--- config.mk ---
export PLATFORM = sky130hd
export DESIGN_NAME = ascii_number_parser
export DESIGN_NICKNAME = d
export VERILOG_FILES = /design/src/rtl/core/anp_pkg.sv /design/src/rtl/core/ascii_number_parser.sv /design/src/rtl/core/anp_decode.sv /design/src/rtl/core/anp_accum.sv
export SDC_FILE = /design/constraint.sdc
export NUM_CORES = 1
export LEC_CHECK = 0
export ABC_AREA = 1
export ABC_CLOCK_PERIOD_IN_PS = 3300
export BUFFER_PORTS_ARGS = -buffer_cell sky130_fd_sc_hd__buf_2
export CELL_PAD_IN_SITES_DETAIL_PLACEMENT = 2
export CELL_PAD_IN_SITES_GLOBAL_PLACEMENT = 2
export CORE_UTILIZATION = 32
export DETAILED_ROUTE_END_ITERATION = 8
export PLACE_DENSITY_LB_ADDON = 0.1
export SLEW_MARGIN = 10
export SYNTH_ARGS = -nofsm -noshare
export SYNTH_HDL_FRONTEND = slang
export SYNTH_HIERARCHICAL = 1
export SYNTH_SLANG_ARGS = --single-unit
--- constraint.sdc ---
create_clock -name clk -period 3.3 [get_ports clk]
set_input_delay 0.66 -clock clk [delete_from_list [all_inputs] [get_ports clk]]
set_output_delay 0.66 -clock clk [all_outputs]
set_load 0.02 [all_outputs]
--- src/rtl/core/anp_pkg.sv ---
// anp_pkg: shared types and constants for the ASCII number parser.
// Used by anp_decode, anp_accum, ascii_number_parser and anp_checker.
`timescale 1ns / 1ps

package anp_pkg;

  localparam int unsigned CHAR_W  = 8;
  localparam int unsigned VALUE_W = 32;
  localparam int unsigned COUNT_W = 8;

  localparam logic [CHAR_W-1:0] CH_NUL  = 8'h00;
  localparam logic [CHAR_W-1:0] CH_ZERO = 8'h30;  // '0'
  localparam logic [CHAR_W-1:0] CH_NINE = 8'h39;  // '9'
  localparam logic [CHAR_W-1:0] CH_A    = 8'h41;  // 'A'
  localparam logic [CHAR_W-1:0] CH_F    = 8'h46;  // 'F'
  localparam logic [CHAR_W-1:0] CH_X    = 8'h58;  // 'X'

  localparam logic [COUNT_W-1:0] COUNT_MAX = 8'd255;
  localparam logic [COUNT_W-1:0] COUNT_ONE = 8'd1;
  localparam logic [COUNT_W-1:0] COUNT_HEX_MIN = 8'd3;  // "0X" plus one digit

  typedef enum logic [2:0] {
    ST_OK            = 3'd0,
    ST_BAD_CHAR      = 3'd1,
    ST_HEX_NO_DIGITS = 3'd2,
    ST_BAD_PREFIX    = 3'd3,
    ST_EMPTY         = 3'd4
  } status_t;

  // Character class of one input byte.
  typedef struct packed {
    logic       term;    // zero byte, ends the token
    logic       digit;   // '0'..'9'
    logic       letter;  // 'A'..'F'
    logic       xmark;   // 'X' (only valid as the second character)
    logic [3:0] val;     // digit weight for '0'..'9' and 'A'..'F'
  } char_class_t;

  typedef struct packed {
    logic [VALUE_W-1:0] value;
    status_t            status;
  } result_t;

endpackage

--- src/rtl/core/ascii_number_parser.sv ---
// ascii_number_parser: top level; input register, token state, result register.
// Depends on anp_pkg, anp_decode, anp_accum.
`timescale 1ns / 1ps

// Channel  | dir | tdata                | tuser       | transfer
// ---------+-----+----------------------+-------------+--------------------------
// s_axis   | in  | [7:0] ch             | -           | one character per transfer
// m_axis   | out | [31:0] value         | [2:0] status| one result per zero byte
//
// Order: a character is registered on accept and updates the token state as
// it leaves the input register; a zero byte moves its result into the output
// register at that same edge, so m_tvalid rises after the input register and
// the output register. Throughput: one character per cycle while no terminator
// waits on a full output register; the multiply-by-ten add is combinational.
// Reset (rst, synchronous) clears both valid flags and all token state.
// Stalls: only a terminator waits on a full output register; other characters
// keep flowing while a result is held.

module ascii_number_parser (
  input  logic        clk,
  input  logic        rst,
  input  logic        s_tvalid,
  output logic        s_tready,
  input  logic [7:0]  s_tdata,   // [7:0] ch
  output logic        m_tvalid,
  input  logic        m_tready,
  output logic [31:0] m_tdata,   // [31:0] value
  output logic [2:0]  m_tuser    // [2:0] status
);

  // input register
  logic                       in_valid;
  logic [anp_pkg::CHAR_W-1:0] ch_q;

  anp_pkg::char_class_t cls;
  anp_pkg::result_t     res;

  logic out_free;
  logic advance;
  logic load_out;

  anp_decode u_decode (
    .ch  (ch_q),
    .cls (cls)
  );

  assign out_free = !m_tvalid || m_tready;
  // a terminator needs room in the result register; anything else moves on
  assign advance  = in_valid && (!cls.term || out_free);
  assign load_out = in_valid && cls.term && out_free;
  assign s_tready = !in_valid || advance;

  anp_accum u_accum (
    .clk  (clk),
    .rst  (rst),
    .step (advance),
    .cls  (cls),
    .res  (res)
  );

  always_ff @(posedge clk) begin
    if (rst) begin
      in_valid <= 1'b0;
    end else if (s_tready) begin
      in_valid <= s_tvalid;
    end
  end

  always_ff @(posedge clk) begin
    if (s_tready && s_tvalid) begin
      ch_q <= s_tdata;
    end
  end

  // result register
  always_ff @(posedge clk) begin
    if (rst) begin
      m_tvalid <= 1'b0;
    end else if (load_out) begin
      m_tvalid <= 1'b1;
    end else if (m_tready) begin
      m_tvalid <= 1'b0;
    end
  end

  always_ff @(posedge clk) begin
    if (load_out) begin
      m_tdata <= res.value;
      m_tuser <= res.status;
    end
  end

endmodule

--- src/rtl/core/anp_decode.sv ---
// anp_decode: classifies one ASCII byte and extracts its digit weight.
// Depends on anp_pkg.
`timescale 1ns / 1ps

module anp_decode (
  input  logic [anp_pkg::CHAR_W-1:0] ch,
  output anp_pkg::char_class_t       cls
);

  logic [anp_pkg::CHAR_W-1:0] num_off;
  logic [anp_pkg::CHAR_W-1:0] let_off;

  assign num_off = ch - anp_pkg::CH_ZERO;
  assign let_off = ch - anp_pkg::CH_A;

  always_comb begin
    cls.term   = (ch == anp_pkg::CH_NUL);
    cls.digit  = (ch >= anp_pkg::CH_ZERO) && (ch <= anp_pkg::CH_NINE);
    cls.letter = (ch >= anp_pkg::CH_A) && (ch <= anp_pkg::CH_F);
    cls.xmark  = (ch == anp_pkg::CH_X);
    if (cls.letter) begin
      cls.val = let_off[3:0] + 4'd10;
    end else begin
      cls.val = num_off[3:0];
    end
  end

endmodule

--- src/rtl/core/anp_accum.sv ---
// anp_accum: token state (decimal/hex accumulators, count, flags) and the
// end-of-token result. Depends on anp_pkg.
`timescale 1ns / 1ps

module anp_accum (
  input  logic                 clk,
  input  logic                 rst,
  input  logic                 step,  // a character leaves the input register
  input  anp_pkg::char_class_t cls,
  output anp_pkg::result_t     res    // meaningful when cls.term
);

  logic [anp_pkg::VALUE_W-1:0] dec_acc;
  logic [anp_pkg::VALUE_W-1:0] hex_acc;
  logic [anp_pkg::COUNT_W-1:0] char_count;
  logic                        saw_letter;
  logic                        bad_char;
  logic                        first_is_zero;
  logic                        second_is_x;

  logic [anp_pkg::VALUE_W-1:0] dec_acc_next;
  logic [anp_pkg::VALUE_W-1:0] hex_acc_next;
  logic                        is_hexdig;
  logic                        x_ok;

  assign is_hexdig    = cls.digit || cls.letter;
  assign x_ok         = cls.xmark && (char_count == anp_pkg::COUNT_ONE);
  // acc*10 + d as two shifts and adds; acc*16 + d as a shift
  assign dec_acc_next = (dec_acc << 3) + (dec_acc << 1)
                        + {{(anp_pkg::VALUE_W-4){1'b0}}, cls.val};
  assign hex_acc_next = {hex_acc[anp_pkg::VALUE_W-5:0], cls.val};

  always_comb begin
    res.value  = '0;
    res.status = anp_pkg::ST_OK;
    if (bad_char) begin
      res.status = anp_pkg::ST_BAD_CHAR;
    end else if (saw_letter) begin
      if (char_count < anp_pkg::COUNT_HEX_MIN) begin
        res.status = anp_pkg::ST_HEX_NO_DIGITS;
      end else if (first_is_zero && second_is_x) begin
        res.value = hex_acc;
      end else begin
        res.status = anp_pkg::ST_BAD_PREFIX;
      end
    end else if (char_count == '0) begin
      res.status = anp_pkg::ST_EMPTY;
    end else begin
      res.value = dec_acc;
    end
  end

  always_ff @(posedge clk) begin
    if (rst || (step && cls.term)) begin
      dec_acc       <= '0;
      hex_acc       <= '0;
      char_count    <= '0;
      saw_letter    <= 1'b0;
      bad_char      <= 1'b0;
      first_is_zero <= 1'b0;
      second_is_x   <= 1'b0;
    end else if (step) begin
      if (is_hexdig) begin
        dec_acc <= dec_acc_next;
        hex_acc <= hex_acc_next;
        if (cls.digit && (cls.val == 4'd0) && (char_count == '0)) begin
          first_is_zero <= 1'b1;
        end
        if (cls.letter) begin
          saw_letter <= 1'b1;
        end
      end else if (x_ok) begin
        saw_letter  <= 1'b1;
        second_is_x <= 1'b1;
      end else begin
        bad_char <= 1'b1;
      end
      // invalid characters are not counted
      if ((is_hexdig || x_ok) && (char_count != anp_pkg::COUNT_MAX)) begin
        char_count <= char_count + anp_pkg::COUNT_ONE;
      end
    end
  end

endmodule

==> run summary, run 1 <==
Gate Count Post-Synth -> 1,092
# diodes -> 0
Vias in the first global route -> 7,540
Peak supply drop -> 187.0 uV
Min Tclk post-route -> 3.204 ns
Worst setup EP type -> flop
Per-cell routed wire length -> 17.28 um
Critical path data required time -> 3.66 ns
Setup total negative slack -> 0 ns
HPWL after DPL -> 19,800 um
Tightest Pin Transition -> 0.8174 ns
Core area -> 23,470 sq um
Syn Nets -> 1,170
Synth Register Bits -> 120
PD cells -> 392.0 nW/um^2
Register area share after synthesis -> 0.3700
Fin worst setup slack -> 0.09585 ns
Fin cells -> 1,493
Crit-path most repeated cell -> inv_2
Clock-pin slew on the worst setup and hold paths -> 0.07 ns
CTS Root Cell -> clkbuf_16
Critical Path Source Type -> flop
Fin. max-slew vios -> 0
Drt first pass iters -> 4
Row cnt -> 56
CP peak stage delay -> 0.47 ns
Clock skew -> 0.01845 ns
CTS Hold Bufs -> 0
Placement Cell Area -> 8379 sq um
Final hold violations -> 0
Die Y -> 156.7 um
Pin count of the biggest net entering global routing -> 60
Initial core utilization -> 0.3262
1st-iter DRT viols -> 277
Share of layout cells above drive strength 1 -> 0.1567
Async set or reset register ratio after synthesis -> 0
H-tree depth -> 4
Clk sinks -> 120
FILL cells -> 2,817
Critical-path top delay cell -> edfxtp_1
CTS tree -> built
Most common cell after layout, fill and taps aside -> nand2_1
Total Wirelength -> 25,800 um
Fmax achieved -> 312.1 MHz
Peak fanout along the critical path -> 5
Remaining DRCs -> 0
GRT Overall Usage -> 0.2191
CTS max path bufs -> 2
Fin crit share -> 0.9710
LEAKAGE -> 4.648 nW
PortBufs -> 48
Kind of critical path -> reg -> reg
Synthesized area -> 7656 sq um
Worst EP arrival -> 3.56 ns
Avg Inst Size Synth -> 7.011 sq um
CTS Buf Count -> 17
Overall power -> 3.595 mW
Max_cap viols -> 0
Max-slew headroom -> 0.4551
Skew-Pair Late Insertion Delay -> 0.42 ns
Die ar. -> 24,550 sq um
Hold WS -> 0.4065 ns
Cell Chain, Critical Path -> inv_2, ha_2, inv_1, nor2_2, nand3_2, nand3_4, nand2_1, inv_2, fa_2, fa_2, inv_2, nand3_2, nand3_4, nand2_2, a21oi_2, buf_4, o21bai_1, nand3_1, nand2_1, inv_1
Vias -> 7,137
GRT overflow -> 0
Yosys cell types -> 39
Fin area -> 9171 sq um
Outcome -> finished clean
Post-DRT Antenna Nets -> 0
Post-synth top flop -> dfxtp_1
Most frequent cells in the layout -> nand2_1, inv_1, nor2_1
Multi-input logic area -> 4140 sq um
Synth-to-layout area growth -> 19.79%
Placed cells -> 1,453
Final #Nets -> 1,239
Final Util -> 0.3907
DP Worst Slack -> -0.08747 ns
Final setup fails -> 0
DIE WIDTH -> 156.7 um
Post-synth EDFFs -> 43
Vias per cell -> 4.780
Yosys warnings -> 6
Sequential Area -> 2834 sq um
GPL Wtd Cong -> 0.7960
Min-Delay Path Class -> in -> reg
Global-route wire length before repair -> 41,110 um
Initial antenna violation count -> 0
I/O pin count -> 49
-- layer usage --
metal	track usage	wire, um	vias to the layer above	part of all wire
li1	-	-	3595	-
met1	0.3253	13760	3465	0.53
met2	0.3361	11430	70	0.44
met3	0.03185	507	7	0.020
met4	0.03641	94	0	0.0036
met5	0	0	-	0
-- final timing paths --
check	startpoint	to	slack (ns)	cells after the start
setup reg to reg	ch_q[0]	u_accum/dec_acc[16]	0.1	20
hold reg to reg	u_accum/second_is_x	u_accum/second_is_x	0.48	2
setup / recovery	ch_q[0]	u_accum/dec_acc[16]	0.1	20
hold / removal	s_tdata[1]	ch_q[1]	0.41	1
-- layout make-up --
class	instances	area share
inverters	188	0.07722
well taps	319	0.04352
multi-input cells	753	0.4514
clock inverters	13	0.01201
repair buffers	81	0.05730
flip-flops and latches	120	0.3090
clock buffers	19	0.04952
-- synthesized netlist by cell type, types with 4 or more instances --
cell type,number,area [sq um]
nand3_2,5,50.05
nand2_1,239,897.1
o21ai_0,48,240.2
dfxtp_1,77,1541
o21bai_1,4,30.03
o21ai_1,7,35.03
nand2_2,9,56.30
buf_2,10,50.05
buf_4,5,37.54
clkbuf_1,14,52.55
nand3_1,52,260.3
a21oi_1,98,490.5
inv_2,7,26.28
ha_1,64,800.8
nand4_1,5,31.28
nor2_1,175,656.9
xor2_1,13,113.9
inv_1,180,675.7
edfxtp_1,43,1291
nor2_2,5,31.28
-- worst max-delay path: cells and delay by family, from the launching register on --
kind,cells,cell delay (ns)
buffers and inverters,6,0.49
and+or+nand+nor,9,0.92
AOI/OAI and AO/OA,2,0.24
adders and majority gates,3,1.02
DFF,1,0.47
-- cells by family after synthesis --
group | synth area share
AO/OA/AOI/OAI | 0.1172
XOR/XNOR | 0.01716
adder cells (fa/ha/maj) | 0.1098
buffers and inverters | 0.1128
flip-flops | 0.3700
AND/OR/NAND/NOR | 0.2731
-- what timing repair did --
item,in CTS,in global routing
pin swaps,1,13
cloned,0,0
gates resized for setup,6,35
setup endpoints to repair,12,20
setup buffers,0,8
-- power breakdown --
part / leakage (nW) / switching [mW] / total (mW) / internal, mW
Sequential: 1.02 / 0.0225 / 1.57 / 1.55
Combinational: 3.36 / 0.139 / 0.216 / 0.0773
Clock: 0.267 / 0.779 / 1.81 / 1.03
Total: 4.65 / 0.940 / 3.59 / 2.65
-- state kept, by name, indices dropped and copies added, names as in the netlist --
signal                 count
u_accum/first_is_zero      1
m_tvalid                   1
u_accum/char_count         8
u_accum/saw_letter         1
in_valid                   1
m_tdata                   32
u_accum/bad_char           1
u_accum/hex_acc           31
u_accum/dec_acc           32
u_accum/second_is_x        1
m_tuser                    3
ch_q                       8
Note: power is estimated with default switching activity, not from simulation.
==> inputs of run 2 (changes only) <==
--- a/config.mk
+++ b/config.mk
@@ -13,6 +13,7 @@
 export CORE_UTILIZATION = 32
 export DETAILED_ROUTE_END_ITERATION = 8
 export PLACE_DENSITY_LB_ADDON = 0.1
+export REMOVE_ABC_BUFFERS = 1
 export SLEW_MARGIN = 10
 export SYNTH_ARGS = -nofsm -noshare
 export SYNTH_HDL_FRONTEND = slang
==> run 2 against run 1 <==
Against the previous run: critical path depth rose by 3; core utilization grew 0.33 points; maximum frequency rose by 0.58%; critical endpoint is now u_accum/dec_acc[30]; critical path type unchanged; global-route usage is 0.97 points higher; flip-flop and latch count is the same; combinational power rose by 9%; sequential share of layout area fell by 0.26 points; non-clock buffer count increased by 4; routed wire length up 3.9%; register-to-register slack improved by 0.02 ns; clock-buffer cell count fell by 1; clock power is 6% higher.
==> run summary, run 2 (same netlist as run 1, synthesis figures left out) <==
Peak fanout along the critical path -> 4
PD cells -> 402.9 nW/um^2
Kind of critical path -> reg -> reg
Fin crit share -> 0.9653
Share of layout cells above drive strength 1 -> 0.1630
CTS max path bufs -> 2
Core area -> 23,470 sq um
Crit-path most repeated cell -> nand3_2
Per-cell routed wire length -> 17.90 um
Clock skew -> 0.01152 ns
Clk sinks -> 120
H-tree depth -> 4
Remaining DRCs -> 0
Final #Nets -> 1,243
Max_cap viols -> 0
Max-slew headroom -> 0.5940
Top flop regs -> m_tdata (32), u_accum/dec_acc (32), u_accum/hex_acc (31)
Critical path data required time -> 3.62 ns
Vias in the first global route -> 7,774
Skew-Pair Late Insertion Delay -> 0.43 ns
LEAKAGE -> 4.683 nW
Fin worst setup slack -> 0.1144 ns
I/O pin count -> 49
Overall power -> 3.726 mW
Tightest Pin Transition -> 0.6091 ns
Drt first pass iters -> 4
GRT overflow -> 0
Fmax achieved -> 313.9 MHz
Min Tclk post-route -> 3.186 ns
CTS Root Cell -> clkbuf_16
Synth-to-layout area growth -> 20.79%
Most common cell after layout, fill and taps aside -> nand2_1
Die ar. -> 24,550 sq um
Worst EP arrival -> 3.51 ns
Multi-input logic area -> 4148 sq um
Clock-pin slew on the worst setup and hold paths -> 0.06 ns
CP peak stage delay -> 0.46 ns
Most frequent cells in the layout -> nand2_1, inv_1, nor2_1
FILL cells -> 2,852
DIE WIDTH -> 156.7 um
PortBufs -> 48
Fin. max-slew vios -> 0
Outcome -> finished clean
Cell Chain, Critical Path -> inv_2, ha_4, inv_1, nor2_2, nand3_2, nand3_2, buf_4, nand2_1, nand2_2, ha_4, ha_4, inv_1, fa_2, inv_2, nand3_2, nand3_2, nand3_2, nand3_4, nand2_2, nand3_1, nand3_1, nand2_1, inv_1
Global-route wire length before repair -> 42,440 um
Critical-path top delay cell -> edfxtp_1
1st-iter DRT viols -> 200
CTS tree -> built
GPL Wtd Cong -> 0.8033
Post-DRT Antenna Nets -> 0
Initial core utilization -> 0.3262
Final hold violations -> 0
Total Wirelength -> 26,790 um
DP Worst Slack -> -0.09787 ns
CTS Hold Bufs -> 0
Sequential Area -> 2834 sq um
Vias -> 7,191
CTS Buf Count -> 17
RSZ-0062 raised after global routing -> yes
HPWL after DPL -> 20,280 um
# diodes -> 0
Vias per cell -> 4.804
Min-Delay Path Class -> in -> reg
Critical Path Source Type -> flop
Row cnt -> 56
Worst setup EP type -> flop
GRT Overall Usage -> 0.2288
Peak supply drop -> 215.6 uV
Final setup fails -> 0
Pin count of the biggest net entering global routing -> 59
Die Y -> 156.7 um
Initial antenna violation count -> 0
==> run 2: report_power, final <==
| part | leakage, nW | switching (mW) | internal (mW) |
|---|---|---|---|
| registers | 1.02 | 0.0233 | 1.55 |
| clock network | 0.285 | 0.728 | 1.19 |
| logic | 3.37 | 0.147 | 0.0877 |
==> run 2: worst max-delay path, delay by kind of cell, from the launching register on <==
family,cells,cell delay [ns]
adder cells (fa/ha/maj),4,0.82
buffers and inverters,6,0.46
flip-flops,1,0.46
AND/OR/NAND/NOR,13,1.30
==> run 2: worst paths after layout <==
check	from	to	slack [ns]	cells past startpoint
worst max-delay path	ch_q[0]	u_accum/dec_acc[30]	0.11	23
worst min-delay path	s_tdata[6]	ch_q[6]	0.42	1
worst max register to register	ch_q[0]	u_accum/dec_acc[30]	0.11	23
worst min register to register	u_accum/hex_acc[2]	u_accum/hex_acc[6]	0.48	2
==> run 2: cell type report <==
class	count	area share
multi-input combinational	753	0.4485
sequential	120	0.3065
inverter	188	0.07658
timing repair buffer	85	0.06007
clock buffer	18	0.04641
tap	319	0.04316
clock inverter	14	0.01881
==> run 2: timing repair <==
item,CTS,global route
setup endpoints to repair,11,25
gates cloned,0,0
pin swaps,0,12
resized for setup,4,40
buffers inserted,1,3
==> run 2: stage by stage <==
| step | util | cell area, sq um | hold slack [ns] | TNS, ns | std cells |
|---|---|---|---|---|---|
| after floorplan | - | 7501 | 0.4441 | -0.08754 | 1061 |
| after global placement | 0.3595 | 8439 | 0.4616 | 0 | 1461 |
| after detailed placement | 0.3595 | 8439 | 0.4747 | -0.1991 | 1461 |
| after CTS | 0.3862 | 9065 | 0.3980 | 0 | 1494 |
| after global routing | 0.3940 | 9248 | 0.4059 | -0.3178 | 1497 |
| final | 0.3940 | 9248 | 0.4191 | 0 | 1497 |
==> run 2: per-layer routing <==
metal,up-vias,share of wire,GRT usage
met1,3511,0.47,0.2908
met3,21,0.017,0.02575
met2,69,0.50,0.4097
met4,0,0.012,0.05649
met5,-,0,0
li1,3590,-,-
==> inputs of run 3 (changes only) <==
--- a/config.mk
+++ b/config.mk
@@ -13,6 +13,7 @@
 export CORE_UTILIZATION = 32
 export DETAILED_ROUTE_END_ITERATION = 8
 export PLACE_DENSITY_LB_ADDON = 0.1
+export RECOVER_POWER = 25
 export REMOVE_ABC_BUFFERS = 1
 export SLEW_MARGIN = 10
 export SYNTH_ARGS = -nofsm -noshare
==> run 3 against run 2 <==
Against the previous run: combinational power barely moved; final area fell by 0.58%; clock power barely moved; critical path depth fell by 1; sequential power barely moved; clock skew fell by 0.0015 ns; sequential share of layout area rose by 0.18 points; critical path type unchanged; critical endpoint unchanged; largest cell class unchanged; highest routed layer unchanged.
==> run summary, run 3 (same netlist as run 1, synthesis figures left out) <==
Final #Nets -> 1,243
CTS max path bufs -> 2
HPWL after DPL -> 20,280 um
Drt first pass iters -> 5
CTS Root Cell -> clkbuf_16
Row cnt -> 56
CTS tree -> built
Outcome -> finished clean
LEAKAGE -> 4.578 nW
CTS Buf Count -> 17
Clock skew -> 0.01000 ns
Vias -> 7,197
Post-DRT Antenna Nets -> 0
Global-route wire length before repair -> 42,440 um
RSZ-0062 raised after global routing -> yes
Total Wirelength -> 26,860 um
Clk sinks -> 120
Critical Path Source Type -> flop
Final setup fails -> 0
PD cells -> 405.4 nW/um^2
Peak supply drop -> 216.8 uV
GRT overflow -> 0
FILL cells -> 2,877
Most frequent cells in the layout -> nand2_1, inv_1, nor2_1
Multi-input logic area -> 4140 sq um
Vias in the first global route -> 7,774
Core area -> 23,470 sq um
Min Tclk post-route -> 3.177 ns
Fin worst setup slack -> 0.1230 ns
Worst EP arrival -> 3.50 ns
Overall power -> 3.727 mW
# diodes -> 0
Most common cell after layout, fill and taps aside -> nand2_1
Tightest Pin Transition -> 0.8905 ns
Skew-Pair Late Insertion Delay -> 0.43 ns
Fin. max-slew vios -> 0
Placement Cell Area -> 8439 sq um
GRT Overall Usage -> 0.2288
Per-cell routed wire length -> 17.94 um
Share of layout cells above drive strength 1 -> 0.1299
PortBufs -> 48
Pin count of the biggest net entering global routing -> 59
DP Worst Slack -> -0.09787 ns
Vias per cell -> 4.808
Max_cap viols -> 0
Worst setup EP type -> flop
Critical path data required time -> 3.62 ns
H-tree depth -> 4
Min-Delay Path Class -> in -> reg
Top flop regs -> m_tdata (32), u_accum/dec_acc (32), u_accum/hex_acc (31)
CTS Hold Bufs -> 0
Synth-to-layout area growth -> 20.09%
Final hold violations -> 0
Kind of critical path -> reg -> reg
Fin area -> 9194 sq um
Clock-pin slew on the worst setup and hold paths -> 0.06 ns
Peak fanout along the critical path -> 4
1st-iter DRT viols -> 180
Max-slew headroom -> 0.4047
I/O pin count -> 49
Die Y -> 156.7 um
Fmax achieved -> 314.8 MHz
GPL Wtd Cong -> 0.8033
Initial core utilization -> 0.3262
DIE WIDTH -> 156.7 um
Hold WS -> 0.4177 ns
Die ar. -> 24,550 sq um
Initial antenna violation count -> 0
Sequential Area -> 2834 sq um
Fin crit share -> 0.9627
Remaining DRCs -> 0
run 3: layout make-up:
type                       instances  area share
clock buffer                      18     0.04668
clock inverter                    14     0.01892
inverter                         188     0.07703
multi-input combinational        753      0.4503
sequential                       120      0.3082
tap                              319     0.04341
timing repair buffer              85     0.05539
run 3: worst paths after layout:
check	startpoint	end	slack, ns	cells after the start
setup / recovery	ch_q[0]	u_accum/dec_acc[30]	0.12	22
setup reg to reg	ch_q[0]	u_accum/dec_acc[30]	0.12	22
hold / removal	s_tdata[6]	ch_q[6]	0.42	1
hold reg to reg	u_accum/hex_acc[2]	u_accum/hex_acc[6]	0.48	2
run 3: metal layers:
| layer | vias up | share of wire | routed length, um | track usage |
|---|---|---|---|---|
| met5 | - | 0 | 0 | 0 |
| met4 | 0 | 0.013 | 338 | 0.05649 |
| met3 | 24 | 0.020 | 542 | 0.02575 |
| met2 | 80 | 0.50 | 13460 | 0.4097 |
| met1 | 3505 | 0.47 | 12520 | 0.2908 |
| li1 | 3588 | - | - | - |
run 3: power breakdown:
part | internal [mW] | switching (mW) | total [mW] | leakage, nW
combinational | 0.0874 | 0.147 | 0.234 | 3.27
sequential | 1.55 | 0.0234 | 1.57 | 1.02
clock | 1.19 | 0.730 | 1.92 | 0.285
run 3: per-stage QoR:
| step | TNS (ns) | std cells | util |
|---|---|---|---|
| global route | -0.3178 | 1497 | 0.3917 |
| CTS | 0 | 1494 | 0.3862 |
| detailed placement | -0.1991 | 1461 | 0.3595 |
| global placement | 0 | 1461 | 0.3595 |
| finish | 0 | 1497 | 0.3917 |
| floorplan | -0.08754 | 1061 | - |
run 3: critical path, stage by stage, from the launching register on:
cell and delay (ns):
edfxtp_1 0.46, inv_2 0.12, ha_4 0.13, inv_1 0.04, nor2_2 0.14, nand3_2 0.11, buf_4 0.16, nand3_1 0.10
nand2_2 0.10, ha_4 0.28, ha_4 0.12, inv_1 0.05, fa_2 0.39, inv_2 0.08, nand3_2 0.06, nand3_2 0.13
nand3_2 0.12, nand3_4 0.12, nand2_2 0.06, nand3_1 0.08, nand3_1 0.08, nand2_1 0.08, inv_1 0.04
run 3: repair_timing:
item	CTS	global route
buffers inserted	1	3
resized for setup	4	40
endpoints found under the hold margin	0	0
pin swaps	0	12
setup endpoints to repair	11	25
